## config.mk

```make
export PLATFORM = sky130hd
export DESIGN_NAME = heater_overtemp_safety_latch_unit
export DESIGN_NICKNAME = d
export VERILOG_FILES = /design/src/rtl/core/hosl_pkg.sv /design/src/rtl/core/heater_overtemp_safety_latch_unit.sv /design/src/rtl/core/hosl_core.sv
export SDC_FILE = /design/constraint.sdc
export NUM_CORES = 1
export LEC_CHECK = 0
export BUFFER_PORTS_ARGS = -buffer_cell sky130_fd_sc_hd__buf_2
export CORE_UTILIZATION = 60
export CTS_CLUSTER_SIZE = 12
export DETAILED_ROUTE_END_ITERATION = 12
export HOLD_SLACK_MARGIN = 0.05
export PLACE_DENSITY_LB_ADDON = 0.15
export SYNTH_ARGS = -nofsm -noshare
export SYNTH_HDL_FRONTEND = slang
export SYNTH_SLANG_ARGS = --single-unit
export TNS_END_PERCENT = 5
```

## constraint.sdc

```tcl
create_clock -name i_clk -period 13.5 [get_ports i_clk]
set_clock_uncertainty 0.05 [all_clocks]
set_input_delay 1.35 -clock i_clk [delete_from_list [all_inputs] [get_ports i_clk]]
set_output_delay 1.35 -clock i_clk [all_outputs]
set_load 0.01 [all_outputs]
```

## src/rtl/core/hosl_pkg.sv

```systemverilog
package hosl_pkg;

    localparam int TIME_W     = 48;
    localparam int TEMP_W     = 16;
    localparam int WATTS_W    = 16;
    localparam int MS_W       = 22;
    localparam int CFG_DATA_W = 22;
    localparam int CFG_IDX_W  = 3;

    localparam logic                      RST_OVERRIDE_EN  = 1'b1;
    localparam logic                      RST_POWER_MON_EN = 1'b1;
    localparam logic signed [TEMP_W-1:0]  RST_TEMP_MAX     = 16'sd820;
    localparam logic        [WATTS_W-1:0] RST_WATTS_THR    = 16'd5;
    localparam logic                      RST_PLUG_CFG     = 1'b0;
    localparam logic        [MS_W-1:0]    RST_GRACE_MS     = 22'd90000;
    localparam logic        [MS_W-1:0]    RST_RETRY_MS     = 22'd30000;

    typedef enum logic [CFG_IDX_W-1:0] {
        CFG_OVERRIDE_EN  = 3'd0,
        CFG_POWER_MON_EN = 3'd1,
        CFG_TEMP_MAX     = 3'd2,
        CFG_WATTS_THR    = 3'd3,
        CFG_PLUG_CFG     = 3'd4,
        CFG_GRACE_MS     = 3'd5,
        CFG_RETRY_MS     = 3'd6
    } t_cfg_idx;

    typedef enum logic [1:0] {
        REASON_NONE = 2'd0,
        REASON_TEMP = 2'd1,
        REASON_PLUG = 2'd2
    } t_reason;

    typedef enum logic {
        REQ_MONITOR = 1'b0,
        REQ_GRACE   = 1'b1
    } t_req;

    typedef struct packed {
        logic                      overtemp_alarm_en;
        logic                      power_monitor_enabled;
        logic signed [TEMP_W-1:0]  temp_max;
        logic        [WATTS_W-1:0] watts_threshold;
        logic                      plug_configured;
        logic        [MS_W-1:0]    grace_ms;
        logic        [MS_W-1:0]    retry_ms;
    } t_cfg;

    typedef struct packed {
        t_req                      req_type;
        logic        [TIME_W-1:0]  now_ms;
        logic                      maintenance_busy;
        logic                      calibration_active;
        logic                      link_up;
        logic                      heater_off;
        logic                      heater_reading_valid;
        logic signed [TEMP_W-1:0]  temperature;
        logic        [WATTS_W-1:0] heater_watts;
        logic                      plug_watts_ok;
        logic        [WATTS_W-1:0] plug_watts;
        logic                      plug_relay_on;
    } t_item;

    typedef struct packed {
        logic    alarm_active;
        t_reason alarm_reason;
        logic    alarm_latched;
        logic    plug_off_command;
    } t_result;

endpackage

```

## src/rtl/core/heater_overtemp_safety_latch_unit.sv

```systemverilog
// Channel   Direction  Handshake                 Payload
// in        input      i_in_valid / o_in_stall   request, time, status flags, readings
// out       output     o_out_valid / i_out_stall alarm_active, alarm_reason, latched, plug_off
// cfg       input      i_cfg_we                  i_cfg_idx, i_cfg_data
//
// One transaction per cycle sustained while the result is not stalled.
// The input register feeds the decision logic, whose state updates as the
// transaction moves into the result register.
// Synchronous active-low reset clears state and loads register defaults.
// A stalled result holds; the input stalls only while both stages are full and
// the result is stalled.
module heater_overtemp_safety_latch_unit (
    input  logic                                  i_clk,
    input  logic                                  i_rst_n,

    input  logic                                  i_cfg_we,
    input  logic [hosl_pkg::CFG_IDX_W-1:0]        i_cfg_idx,
    input  logic [hosl_pkg::CFG_DATA_W-1:0]       i_cfg_data,

    input  logic                                  i_in_valid,
    output logic                                  o_in_stall,
    input  logic                                  i_req_type,
    input  logic [hosl_pkg::TIME_W-1:0]           i_now_ms,
    input  logic                                  i_maintenance_busy,
    input  logic                                  i_calibration_active,
    input  logic                                  i_link_up,
    input  logic                                  i_heater_off,
    input  logic                                  i_heater_reading_valid,
    input  logic signed [hosl_pkg::TEMP_W-1:0]    i_temperature,
    input  logic [hosl_pkg::WATTS_W-1:0]          i_heater_watts,
    input  logic                                  i_plug_watts_ok,
    input  logic [hosl_pkg::WATTS_W-1:0]          i_plug_watts,
    input  logic                                  i_plug_relay_on,

    output logic                                  o_out_valid,
    input  logic                                  i_out_stall,
    output logic                                  o_alarm_active,
    output logic [1:0]                            o_alarm_reason,
    output logic                                  o_alarm_latched,
    output logic                                  o_plug_off_command
);

    hosl_pkg::t_cfg    r_cfg;
    hosl_pkg::t_item   r_s1_item;
    logic              r_s1_valid;
    hosl_pkg::t_result r_out;
    logic              r_out_valid;
    hosl_pkg::t_result w_result;
    logic              w_adv;
    logic              w_accept;

    assign w_adv      = r_s1_valid && (!r_out_valid || !i_out_stall);
    assign o_in_stall = r_s1_valid && !w_adv;
    assign w_accept   = i_in_valid && !o_in_stall;

    always_ff @(posedge i_clk) begin
        if (!i_rst_n) begin
            r_cfg.overtemp_alarm_en     <= hosl_pkg::RST_OVERRIDE_EN;
            r_cfg.power_monitor_enabled <= hosl_pkg::RST_POWER_MON_EN;
            r_cfg.temp_max              <= hosl_pkg::RST_TEMP_MAX;
            r_cfg.watts_threshold       <= hosl_pkg::RST_WATTS_THR;
            r_cfg.plug_configured       <= hosl_pkg::RST_PLUG_CFG;
            r_cfg.grace_ms              <= hosl_pkg::RST_GRACE_MS;
            r_cfg.retry_ms              <= hosl_pkg::RST_RETRY_MS;
        end else if (i_cfg_we) begin
            unique case (hosl_pkg::t_cfg_idx'(i_cfg_idx))
                hosl_pkg::CFG_OVERRIDE_EN:  r_cfg.overtemp_alarm_en     <= i_cfg_data[0];
                hosl_pkg::CFG_POWER_MON_EN: r_cfg.power_monitor_enabled <= i_cfg_data[0];
                hosl_pkg::CFG_TEMP_MAX:
                    r_cfg.temp_max <= $signed(i_cfg_data[hosl_pkg::TEMP_W-1:0]);
                hosl_pkg::CFG_WATTS_THR:
                    r_cfg.watts_threshold <= i_cfg_data[hosl_pkg::WATTS_W-1:0];
                hosl_pkg::CFG_PLUG_CFG:     r_cfg.plug_configured       <= i_cfg_data[0];
                hosl_pkg::CFG_GRACE_MS:
                    r_cfg.grace_ms <= i_cfg_data[hosl_pkg::MS_W-1:0];
                hosl_pkg::CFG_RETRY_MS:
                    r_cfg.retry_ms <= i_cfg_data[hosl_pkg::MS_W-1:0];
                default: ;
            endcase
        end
    end

    always_ff @(posedge i_clk) begin
        if (!i_rst_n) begin
            r_s1_valid <= 1'b0;
        end else if (w_accept) begin
            r_s1_valid <= 1'b1;
        end else if (w_adv) begin
            r_s1_valid <= 1'b0;
        end
    end

    always_ff @(posedge i_clk) begin
        if (w_accept) begin
            r_s1_item.req_type             <= hosl_pkg::t_req'(i_req_type);
            r_s1_item.now_ms               <= i_now_ms;
            r_s1_item.maintenance_busy     <= i_maintenance_busy;
            r_s1_item.calibration_active   <= i_calibration_active;
            r_s1_item.link_up              <= i_link_up;
            r_s1_item.heater_off           <= i_heater_off;
            r_s1_item.heater_reading_valid <= i_heater_reading_valid;
            r_s1_item.temperature          <= i_temperature;
            r_s1_item.heater_watts         <= i_heater_watts;
            r_s1_item.plug_watts_ok        <= i_plug_watts_ok;
            r_s1_item.plug_watts           <= i_plug_watts;
            r_s1_item.plug_relay_on        <= i_plug_relay_on;
        end
    end

    hosl_core u_core (
        .i_clk    (i_clk),
        .i_rst_n  (i_rst_n),
        .i_fire   (w_adv),
        .i_item   (r_s1_item),
        .i_cfg    (r_cfg),
        .o_result (w_result)
    );

    always_ff @(posedge i_clk) begin
        if (!i_rst_n) begin
            r_out_valid <= 1'b0;
        end else if (w_adv) begin
            r_out_valid <= 1'b1;
        end else if (!i_out_stall) begin
            r_out_valid <= 1'b0;
        end
    end

    always_ff @(posedge i_clk) begin
        if (w_adv) begin
            r_out <= w_result;
        end
    end

    assign o_out_valid        = r_out_valid;
    assign o_alarm_active     = r_out.alarm_active;
    assign o_alarm_reason     = r_out.alarm_reason;
    assign o_alarm_latched    = r_out.alarm_latched;
    assign o_plug_off_command = r_out.plug_off_command;

    a_latched_shown: assert property (@(posedge i_clk) disable iff (!i_rst_n)
        r_out_valid && r_out.alarm_latched |-> r_out.alarm_active)
        else $error("latched alarm without a shown reason");

    a_reason_code: assert property (@(posedge i_clk) disable iff (!i_rst_n)
        r_out_valid |-> (r_out.alarm_active == (r_out.alarm_reason != hosl_pkg::REASON_NONE))
                        && (r_out.alarm_reason != 2'd3))
        else $error("alarm reason and active flag disagree");

    a_no_drop: assert property (@(posedge i_clk) disable iff (!i_rst_n)
        r_s1_valid && !w_adv |=> r_s1_valid)
        else $error("input stage lost a transaction");

    a_adv_fills_out: assert property (@(posedge i_clk) disable iff (!i_rst_n)
        w_adv |=> r_out_valid)
        else $error("advanced transaction missing from result stage");

endmodule

```

## src/rtl/core/hosl_core.sv

```systemverilog
module hosl_core (
    input  logic             i_clk,
    input  logic             i_rst_n,
    input  logic             i_fire,
    input  hosl_pkg::t_item  i_item,
    input  hosl_pkg::t_cfg   i_cfg,
    output hosl_pkg::t_result o_result
);

    localparam int TIME_W = hosl_pkg::TIME_W;
    localparam int MS_W   = hosl_pkg::MS_W;

    hosl_pkg::t_reason   r_latched, n_latched;
    hosl_pkg::t_reason   r_shown, n_shown;
    logic [TIME_W-1:0]   r_grace_until, n_grace_until;
    logic                r_grace_set, n_grace_set;
    logic [TIME_W-1:0]   r_last_off, n_last_off;
    logic                r_attempt_set, n_attempt_set;

    logic                plug_valid;
    logic                mismatch;
    logic                temp_alarm;
    logic                in_grace;
    logic                relay_on;
    logic                restored;
    logic                should_off;
    logic                too_soon;
    logic                cmd;
    logic [TIME_W-1:0]   elapsed;
    hosl_pkg::t_reason   instant;
    hosl_pkg::t_reason   lat_set;

    always_comb begin
        plug_valid = !i_item.calibration_active && i_item.plug_watts_ok && i_item.heater_off
                     && i_cfg.plug_configured && i_item.link_up;
        mismatch   = plug_valid && (i_item.plug_watts > i_cfg.watts_threshold);
        temp_alarm = i_cfg.overtemp_alarm_en && i_item.heater_reading_valid
                     && (i_item.temperature > i_cfg.temp_max)
                     && (i_item.heater_watts > i_cfg.watts_threshold);
        in_grace   = r_grace_set && (i_item.now_ms < r_grace_until);

        if (temp_alarm) begin
            instant = hosl_pkg::REASON_TEMP;
        end else if (!in_grace && i_cfg.power_monitor_enabled && mismatch) begin
            instant = hosl_pkg::REASON_PLUG;
        end else begin
            instant = hosl_pkg::REASON_NONE;
        end

        lat_set = (r_latched == hosl_pkg::REASON_NONE) ? instant : r_latched;

        relay_on = i_cfg.plug_configured ? (i_item.link_up && i_item.plug_relay_on) : 1'b1;
        restored = relay_on && !temp_alarm && !(i_item.heater_off && mismatch);

        should_off = temp_alarm || (!in_grace && mismatch
                     && (i_cfg.overtemp_alarm_en || i_cfg.power_monitor_enabled));
        elapsed    = i_item.now_ms - r_last_off;
        too_soon   = r_attempt_set
                     && (elapsed < {{(TIME_W-MS_W){1'b0}}, i_cfg.retry_ms});

        n_latched     = r_latched;
        n_shown       = r_shown;
        n_grace_until = r_grace_until;
        n_grace_set   = r_grace_set;
        n_last_off    = r_last_off;
        n_attempt_set = r_attempt_set;
        cmd           = 1'b0;

        if (i_item.req_type == hosl_pkg::REQ_GRACE) begin
            n_grace_until = i_item.now_ms + {{(TIME_W-MS_W){1'b0}}, i_cfg.grace_ms};
            n_grace_set   = 1'b1;
            n_attempt_set = 1'b0;
            n_last_off    = '0;
        end else if (i_item.maintenance_busy) begin
            n_latched     = hosl_pkg::REASON_NONE;
            n_shown       = hosl_pkg::REASON_NONE;
            n_attempt_set = 1'b0;
            n_last_off    = '0;
            n_grace_set   = 1'b0;
            n_grace_until = '0;
        end else begin
            n_latched = (lat_set != hosl_pkg::REASON_NONE && restored)
                        ? hosl_pkg::REASON_NONE : lat_set;
            n_shown   = (n_latched != hosl_pkg::REASON_NONE) ? n_latched : instant;
            if (should_off) begin
                if (!i_item.calibration_active && !too_soon && i_item.link_up) begin
                    n_last_off    = i_item.now_ms;
                    n_attempt_set = 1'b1;
                    cmd           = 1'b1;
                end
            end else if (instant == hosl_pkg::REASON_NONE) begin
                n_attempt_set = 1'b0;
                n_last_off    = '0;
            end
        end

        o_result.alarm_active     = (n_shown != hosl_pkg::REASON_NONE);
        o_result.alarm_reason     = n_shown;
        o_result.alarm_latched    = (n_latched != hosl_pkg::REASON_NONE);
        o_result.plug_off_command = cmd;
    end

    always_ff @(posedge i_clk) begin
        if (!i_rst_n) begin
            r_latched     <= hosl_pkg::REASON_NONE;
            r_shown       <= hosl_pkg::REASON_NONE;
            r_grace_until <= '0;
            r_grace_set   <= 1'b0;
            r_last_off    <= '0;
            r_attempt_set <= 1'b0;
        end else if (i_fire) begin
            r_latched     <= n_latched;
            r_shown       <= n_shown;
            r_grace_until <= n_grace_until;
            r_grace_set   <= n_grace_set;
            r_last_off    <= n_last_off;
            r_attempt_set <= n_attempt_set;
        end
    end

endmodule

```

==> results_dict.tcl, run 1 <==
set metrics [dict create \
    mappedNetlistNets 2220 \
    ff2ff_setup_slack_ns 7.84 \
    route.final.wire_length_um 44300 \
    layout.cells.most_common "sky130_fd_sc_hd__nand2_1" \
    dr_wl_cell_um 18.3 \
    tritoncts.num_buffers 34 \
    grt_overflow 0 \
    place.detailed.instances 2358 \
    min_delay_startpoint "u_core.r_last_off[25]" \
    finalPower_mw 2.22 \
    number_of_enable_flip_flop_cells_after_synthesis 109 \
    cts-root-to-sink-buffers 3 \
    drt-initial-drc-count 882 \
    synthesis.area_mm2 0.0173 \
    whs_ns 0.399 \
    worstPathRequired_ns 13.87 \
    syn_avg_cell_area_um2 9.13 \
    cts_post_setup_buffers_inserted 0 \
    crit_path_top_delay_cell "sky130_fd_sc_hd__buf_4" \
    count_of_yosys_warnings_during_synthesis 0 \
    die_height_um 172 \
    mostFrequentLayoutCells "297 x sky130_fd_sc_hd__nand2_1, 185 x sky130_fd_sc_hd__ha_1, 183 x sky130_fd_sc_hd__dfxtp_1" \
    class_of_the_worst_hold_path "reg -> reg" \
    std_cell_rows 61 \
    placement.setup.worst_slack_ns 7.90 \
    yosysSeqAreaShare_pct 40.0 \
    area_share_of_the_leading_cell_type_in_the_synthesized_netlist_pct 21.1 \
    worstRegToRegCells 22 \
    final_net_count 2337 \
    cp_max_fo 48 \
    fin_tns_setup_ns 0 \
    reg2reg_from "r_s1_item[56]" \
    finalNonFillerCells 2421 \
    worstSetupPathType "reg -> reg" \
    grt_setup_unrepaired "no" \
    cts_num_sinks 292 \
    post_cts_resized 0 \
    critical_path_buf_inv_count 1 \
    cts.clk_slew.worst_paths_ns 0.06 \
    status "finished, final reports clean" \
    boundaryPins 141 \
    grt_start_max_net_pins 88 \
    fin_ws_ns 7.84 \
    n_fill_cell 2281 \
    synth-main-ff-cell "sky130_fd_sc_hd__dfxtp_1" \
    power_per_cell_area_mw_per_mm2 114 \
    cts_hold_repair.buffers 0 \
    slew-limit-headroom_pct 22.3 \
    total_number_of_h_tree_levels 2 \
    period_needed_ns 5.66 \
    regArea_mm2 0.00694 \
    final_weighted_congestion_in_routability_driven_placement 0.970 \
    antenna_left 0 \
    post_synth_num_cell_types 74 \
    timing.final.setup_violations 0 \
    drive_above_1_share_pct 11.7 \
    cp-end-kind "flop" \
    finalHoldViolations 0 \
    drv_cap 0 \
    route.detailed.vias_per_inst 5.83 \
    first_pass_iters 8 \
    worst_ep_arrival_time_ns 6.03 \
    regToRegEndpoint "u_core.r_last_off[43]" \
    total_via_count_in_the_routed_design 14100 \
    crit_path_cell_trace "ha_1 > nor2b_1 > o31ai_1 > o21ai_1 > o21ai_1 > o31ai_2 > o21a_1 > nor2_1 > xnor2_1 > ha_1 > nand4_1 > nor4b_1 > o311ai_0 > nand2_1 > a211oi_1 > or3_1 > o211ai_1 > nor4_1 > a31o_2 > nor3_4 > buf_4 > o2bb2ai_1" \
    die_width_um 172 \
    dieArea_mm2 0.0296 \
    synth_seq_cells 292 \
    worst_path_top_cell_family_by_delay "compound AO/OA/AOI/OAI gates" \
    post_synth_main_area_contributors "sky130_fd_sc_hd__dfxtp_1 21%, sky130_fd_sc_hd__edfxtp_1 19%, sky130_fd_sc_hd__ha_1 13%" \
    timing_max_transition_violations_final 0 \
    area_inside_the_core_boundary_mm2 0.0281 \
    finalCritPeriodShare_pct 41.9 \
    worst-slew-pin-transition_ns 1.16 \
    min_to "u_core.r_last_off[25]" \
    via_count_of_the_first_global_routing_pass 13600 \
    number_of_cells_produced_by_synthesis 1899 \
    max_incr_delay_on_cp_ns 0.60 \
    floorplan.initialDensity_pct 61.7 \
    io_buffers 140 \
    tritoncts "built" \
    leakage_nw 7.63 \
    multi_input_gate_area_mm2 0.00947 \
    grt_first_pass_wirelength_um 70500 \
    whs_path_depth 2 \
    post-synth-top-area-cell "sky130_fd_sc_hd__dfxtp_1" \
    initial_antenna_violation_count 2 \
    postSynth.asyncResetShare_pct 0 \
    vdd_ir_drop_max_v 0.000108 \
    clk_root_buffer_cell "sky130_fd_sc_hd__clkbuf_16" \
    worst_skew_pair_latency_ns 0.52 \
    drcViolationCount 0 \
    area_growth_pct 12.2 \
    type_of_element_launching_the_critical_path "flop" \
    max_clock_freq_ghz 0.177 \
    grtUsageTotal_pct 30.5 \
    hpwlAfterDp_um 33200 \
]
==> cells in the mapped netlist, drive strengths merged, types with 9 or more instances <==
library cell and instances:
and3 16, nor3 21, a21oi 93, nand4 40
xor2 35, o21bai 9, buf 13, nor2 77
o2bb2ai 51, a21boi 58, a21o 76, a22oi 17
nand3 39, and2 14, ha 185, nor2b 36
xnor2 41, nand2 297, inv 169, dfxtp 183
o21ai 96, a31oi 13, clkbuf 56, nand2b 20
o21a 16, o211ai 24, edfxtp 109
==> per-layer routing <==
layer	GRT usage, %	vias to the layer above	part of all wire, %
li1	-	6982	-
met1	40.7	6589	45
met2	48.3	464	44
met3	7.35	83	7.8
met4	10.4	0	3.2
met5	0	-	0
==> flip-flops by register name, indices dropped and copies added, names as in the netlist <==
register	count
r_s1_item	104
r_cfg	79
u_core.r_grace_until	48
u_core.r_last_off	48
o_alarm_reason	2
u_core.r_latched	2
u_core.r_shown	2
o_alarm_active	1
o_alarm_latched	1
o_out_valid	1
o_plug_off_command	1
r_s1_valid	1
u_core.r_attempt_set	1
u_core.r_grace_set	1
==> cells by family (layout without fill, tap and decap cells) <==
group / Yosys count / after routing / synth area share (%)
simple gates: 592 / 592 / 15.9
compound gates: 506 / 506 / 20.7
flops: 292 / 292 / 40.0
buf+inv: 238 / 380 / 5.49
fa+ha+maj: 187 / 187 / 13.6
xor+xnor: 76 / 76 / 3.84
mux: 8 / 8 / 0.462
other cells: 0 / 2 / 0
==> stage by stage <==
step	util, %	cell area (µm²)
2_1_floorplan	-	17300
4_1_cts	69.3	19500
3_5_place_dp	65.1	18300
3_3_place_gp	65.1	18300
5_1_grt	69.3	19500
6_report	69.3	19500
==> how the worst max path moves through the flow <==
stage | end | from | cells past startpoint | slack, ns
after global placement | u_core.r_last_off[25] | r_s1_item[56] | 22 | 8.07
after CTS | u_core.r_last_off[47] | r_s1_item[56] | 22 | 7.87
after detailed placement | u_core.r_last_off[25] | r_s1_item[56] | 22 | 7.90
final | u_core.r_last_off[43] | r_s1_item[56] | 22 | 7.84
after floorplan | r_s1_item[0] | i_out_stall | 2 | 6.69
after global routing | u_core.r_last_off[47] | r_s1_item[56] | 22 | 7.31
==> area by class of cell <==
class                           instances  area share (%)
Multi-Input combinational cell       1369            48.7
Inverter                              169            3.26
Antenna cell                            2          0.0257
Clock inverter                         11           0.945
Timing Repair Buffer                  150            4.00
Clock buffer                           50            5.02
Sequential cell                       292            35.6
Tap cell                              378            2.43
==> power breakdown <==
| group | internal (mW) | leakage, nW | switching [mW] |
|---|---|---|---|
| Sequential | 0.949 | 2.55 | 0.0277 |
| Clock | 0.582 | 0.567 | 0.364 |
| Combinational | 0.121 | 4.51 | 0.172 |
==> worst register-to-register path, delay by kind of cell, from the launching register on <==
family,cells,cell delay [ns]
DFF,1,0.51
AOI/OAI and AO/OA,10,2.22
and+or+nand+nor,8,1.43
adders and majority gates,2,0.66
xor gates and xnor gates,1,0.10
buffers and inverters,1,0.60
Power figures use the tool's default switching activity.
==> run 2: changes to the inputs <==
--- a/config.mk
+++ b/config.mk
@@ -6,7 +6,7 @@
 export NUM_CORES = 1
 export LEC_CHECK = 0
 export BUFFER_PORTS_ARGS = -buffer_cell sky130_fd_sc_hd__buf_2
-export CORE_UTILIZATION = 60
+export CORE_UTILIZATION = 55
 export CTS_CLUSTER_SIZE = 12
 export DETAILED_ROUTE_END_ITERATION = 12
 export HOLD_SLACK_MARGIN = 0.05
==> constraint.sdc (replaced) <==
create_clock -name i_clk -period 4.79 [get_ports i_clk]
set_clock_uncertainty 0.05 [all_clocks]
set_input_delay 0.479 -clock i_clk [delete_from_list [all_inputs] [get_ports i_clk]]
set_output_delay 0.479 -clock i_clk [all_outputs]
set_load 0.01 [all_outputs]
==> run 2 against run 1 <==
Net effect:
- fmax grew 16%
- sequential power rose to 2.8 times the previous value
- sequential share of layout area shrank 1.5 points
- first-iteration DRC count rose by 25%
- count of clock-buffer cells in the layout shrank 1
- via count rose by 3.1%
- largest power group unchanged
- the run now ends with setup timing left
- non-clock buffer count up 86
- power increased to 2.8 times the previous value
==> results_dict.tcl, run 2 (synthesis results as in run 1) <==
set metrics [dict create \
    status "finished, violations left" \
    failed_checks "setup timing" \
    cp-end-kind "flop" \
    hpwlAfterDp_um 35200 \
    period_needed_ns 4.90 \
    multi_input_gate_area_mm2 0.00964 \
    first_pass_iters 7 \
    placement.setup.worst_slack_ns -0.235 \
    grt_first_pass_wirelength_um 73900 \
    worst_ep_arrival_time_ns 5.26 \
    dieArea_mm2 0.0322 \
    max_flop_register "r_s1_item" \
    grt_start_max_net_pins 119 \
    worstSetupPathType "reg -> reg" \
    power_per_cell_area_mw_per_mm2 305 \
    worst_path_top_cell_family_by_delay "compound AO/OA/AOI/OAI gates" \
    total_via_count_in_the_routed_design 14600 \
    grt_setup_unrepaired "yes" \
    slew-limit-headroom_pct 21.2 \
    drt-initial-drc-count 1105 \
    area_inside_the_core_boundary_mm2 0.0308 \
    whs_path_depth 1 \
    leakage_nw 8.06 \
    via_count_of_the_first_global_routing_pass 14300 \
    cp_max_fo 11 \
    cts_num_sinks 292 \
    antenna_left 0 \
    grtUsageTotal_pct 28.8 \
    grt_overflow 0 \
    final_weighted_congestion_in_routability_driven_placement 0.917 \
    worstRegToRegCells 24 \
    clk_root_buffer_cell "sky130_fd_sc_hd__clkbuf_16" \
    critical_path_buf_inv_count 3 \
    drive_above_1_share_pct 16.6 \
    worst-path-stages 24 \
    route.detailed.vias_per_inst 5.76 \
    vdd_ir_drop_max_v 0.000360 \
    max_clock_freq_ghz 0.204 \
    finalHoldViolations 0 \
    cts-root-to-sink-buffers 3 \
    mostFrequentLayoutCells "297 x sky130_fd_sc_hd__nand2_1, 181 x sky130_fd_sc_hd__dfxtp_1, 179 x sky130_fd_sc_hd__ha_1" \
    initial_antenna_violation_count 5 \
    final_core_util_pct 65.9 \
    finalPower_mw 6.20 \
    finalCritPeriodShare_pct 102 \
    worstPathRequired_ns 5.15 \
    worst_skew_pair_latency_ns 0.53 \
    area_growth_pct 17.1 \
    tritoncts.num_buffers 34 \
    drcViolationCount 0 \
    regArea_mm2 0.00694 \
    die_height_um 180 \
    route.final.wire_length_um 46300 \
    worst-slew-pin-transition_ns 1.18 \
    timing.final.setup_violations 48 \
    io_buffers 140 \
    crit_path_top_delay_cell "sky130_fd_sc_hd__edfxtp_1" \
    class_of_the_worst_hold_path "in -> reg" \
    largest_register_ff_count 104 \
    fin_ws_ns -0.106 \
    floorplan.initialDensity_pct 56.2 \
    tritoncts "built" \
    whs_ns 0.0725 \
    largest_registers "r_s1_item (104), r_cfg (79)" \
    std_cell_rows 64 \
    final_net_count 2423 \
    drv_cap 0 \
    layout.cells.most_common "sky130_fd_sc_hd__nand2_1" \
    fin_tns_setup_ns -2.82 \
    timing_max_transition_violations_final 0 \
    crit_path_cell_trace "ha_4 > and3_1 > nand3_1 > o21ai_2 > o21ai_4 > o31ai_4 > buf_4 > o2bb2ai_1 > a31oi_1 > xnor2_1 > ha_1 > a222oi_1 > nand4b_1 > nor3_1 > o2111ai_1 > nor4_1 > and4_1 > nand4_1 > nor4_2 > a31o_2 > nor3_4 > buf_6 > buf_12 > o2bb2ai_2" \
    cts.clk_slew.worst_paths_ns 0.06 \
    dr_wl_cell_um 18.3 \
    boundaryPins 141 \
    die_width_um 180 \
    type_of_element_launching_the_critical_path "flop" \
    total_number_of_h_tree_levels 2 \
    max_incr_delay_on_cp_ns 0.43 \
    n_fill_cell 2523 \
]
-- run 2: cell types whose count changed in the layout (fill, tap and decap cells not counted), moves of 3 or more --
cell	change
sky130_fd_sc_hd__buf_4	+78
sky130_fd_sc_hd__ha_1	-6
sky130_fd_sc_hd__buf_12	+4
sky130_fd_sc_hd__buf_6	+4
sky130_fd_sc_hd__a21oi_1	-3
sky130_fd_sc_hd__bufinv_16	-3
sky130_fd_sc_hd__ha_2	+3
sky130_fd_sc_hd__ha_4	+3
sky130_fd_sc_hd__o21ai_0	-3
sky130_fd_sc_hd__o2bb2ai_1	-3
sky130_fd_sc_hd__o2bb2ai_2	+3
-- run 2: layer usage --
layer | share of wire (%) | track usage, % | vias to the layer above
met4 | 3.2 | 10.1 | 6
met5 | 0.097 | 0 | -
met1 | 45 | 39.1 | 6810
met3 | 8.0 | 7.19 | 103
met2 | 44 | 44.5 | 471
li1 | - | - | 7161
-- run 2: worst paths after layout --
kind | start | end | slack [ns]
max | r_s1_item[63] | u_core.r_last_off[14] | -0.11
min | i_heater_watts[13] | r_s1_item[31] | 0.07
max reg2reg | r_s1_item[63] | u_core.r_last_off[14] | -0.11
min reg2reg | u_core.r_grace_until[27] | u_core.r_grace_until[27] | 0.40
-- run 2: worst reg2reg max path: cells and delay by family (launching register included) --
kind,cells,cell delay (ns)
AO/OA/AOI/OAI,9,1.55
AND/OR/NAND/NOR,9,1.51
adder cells (fa/ha/maj),2,0.63
buffers and inverters,3,0.47
flip-flops,1,0.43
XOR/XNOR,1,0.15
-- run 2: through the flow --
step / cells / instance area (µm²)
2_1_floorplan: 1899 / 17300
3_3_place_gp: 2453 / 19000
3_5_place_dp: 2453 / 19000
4_1_cts: 2516 / 20100
5_1_grt: 2523 / 20300
6_report: 2526 / 20300
-- run 2: where the power goes --
part           leakage (nW)  switching (mW)  internal [mW]
clock                 0.542            1.03           1.50
sequential             2.55          0.0654           2.67
combinational          4.97           0.526          0.399
-- run 2: repair_timing --
action / 4_1_cts / 5_1_grt
pin swaps: 5 / 30
endpoints found under the setup margin: 50 / 50
setup buffers: 2 / 8
hold buffers: 0 / 0
resized for setup: 12 / 29
-- run 2: area by class of cell --
cell class                      count  area share [%]
Antenna cell                        3          0.0370
Sequential cell                   292            34.2
Clock buffer                       49            4.87
Inverter                          169            3.12
Tap cell                          396            2.44
Clock inverter                     12           0.554
Timing Repair Buffer              236            7.33
Multi-Input combinational cell   1369            47.5
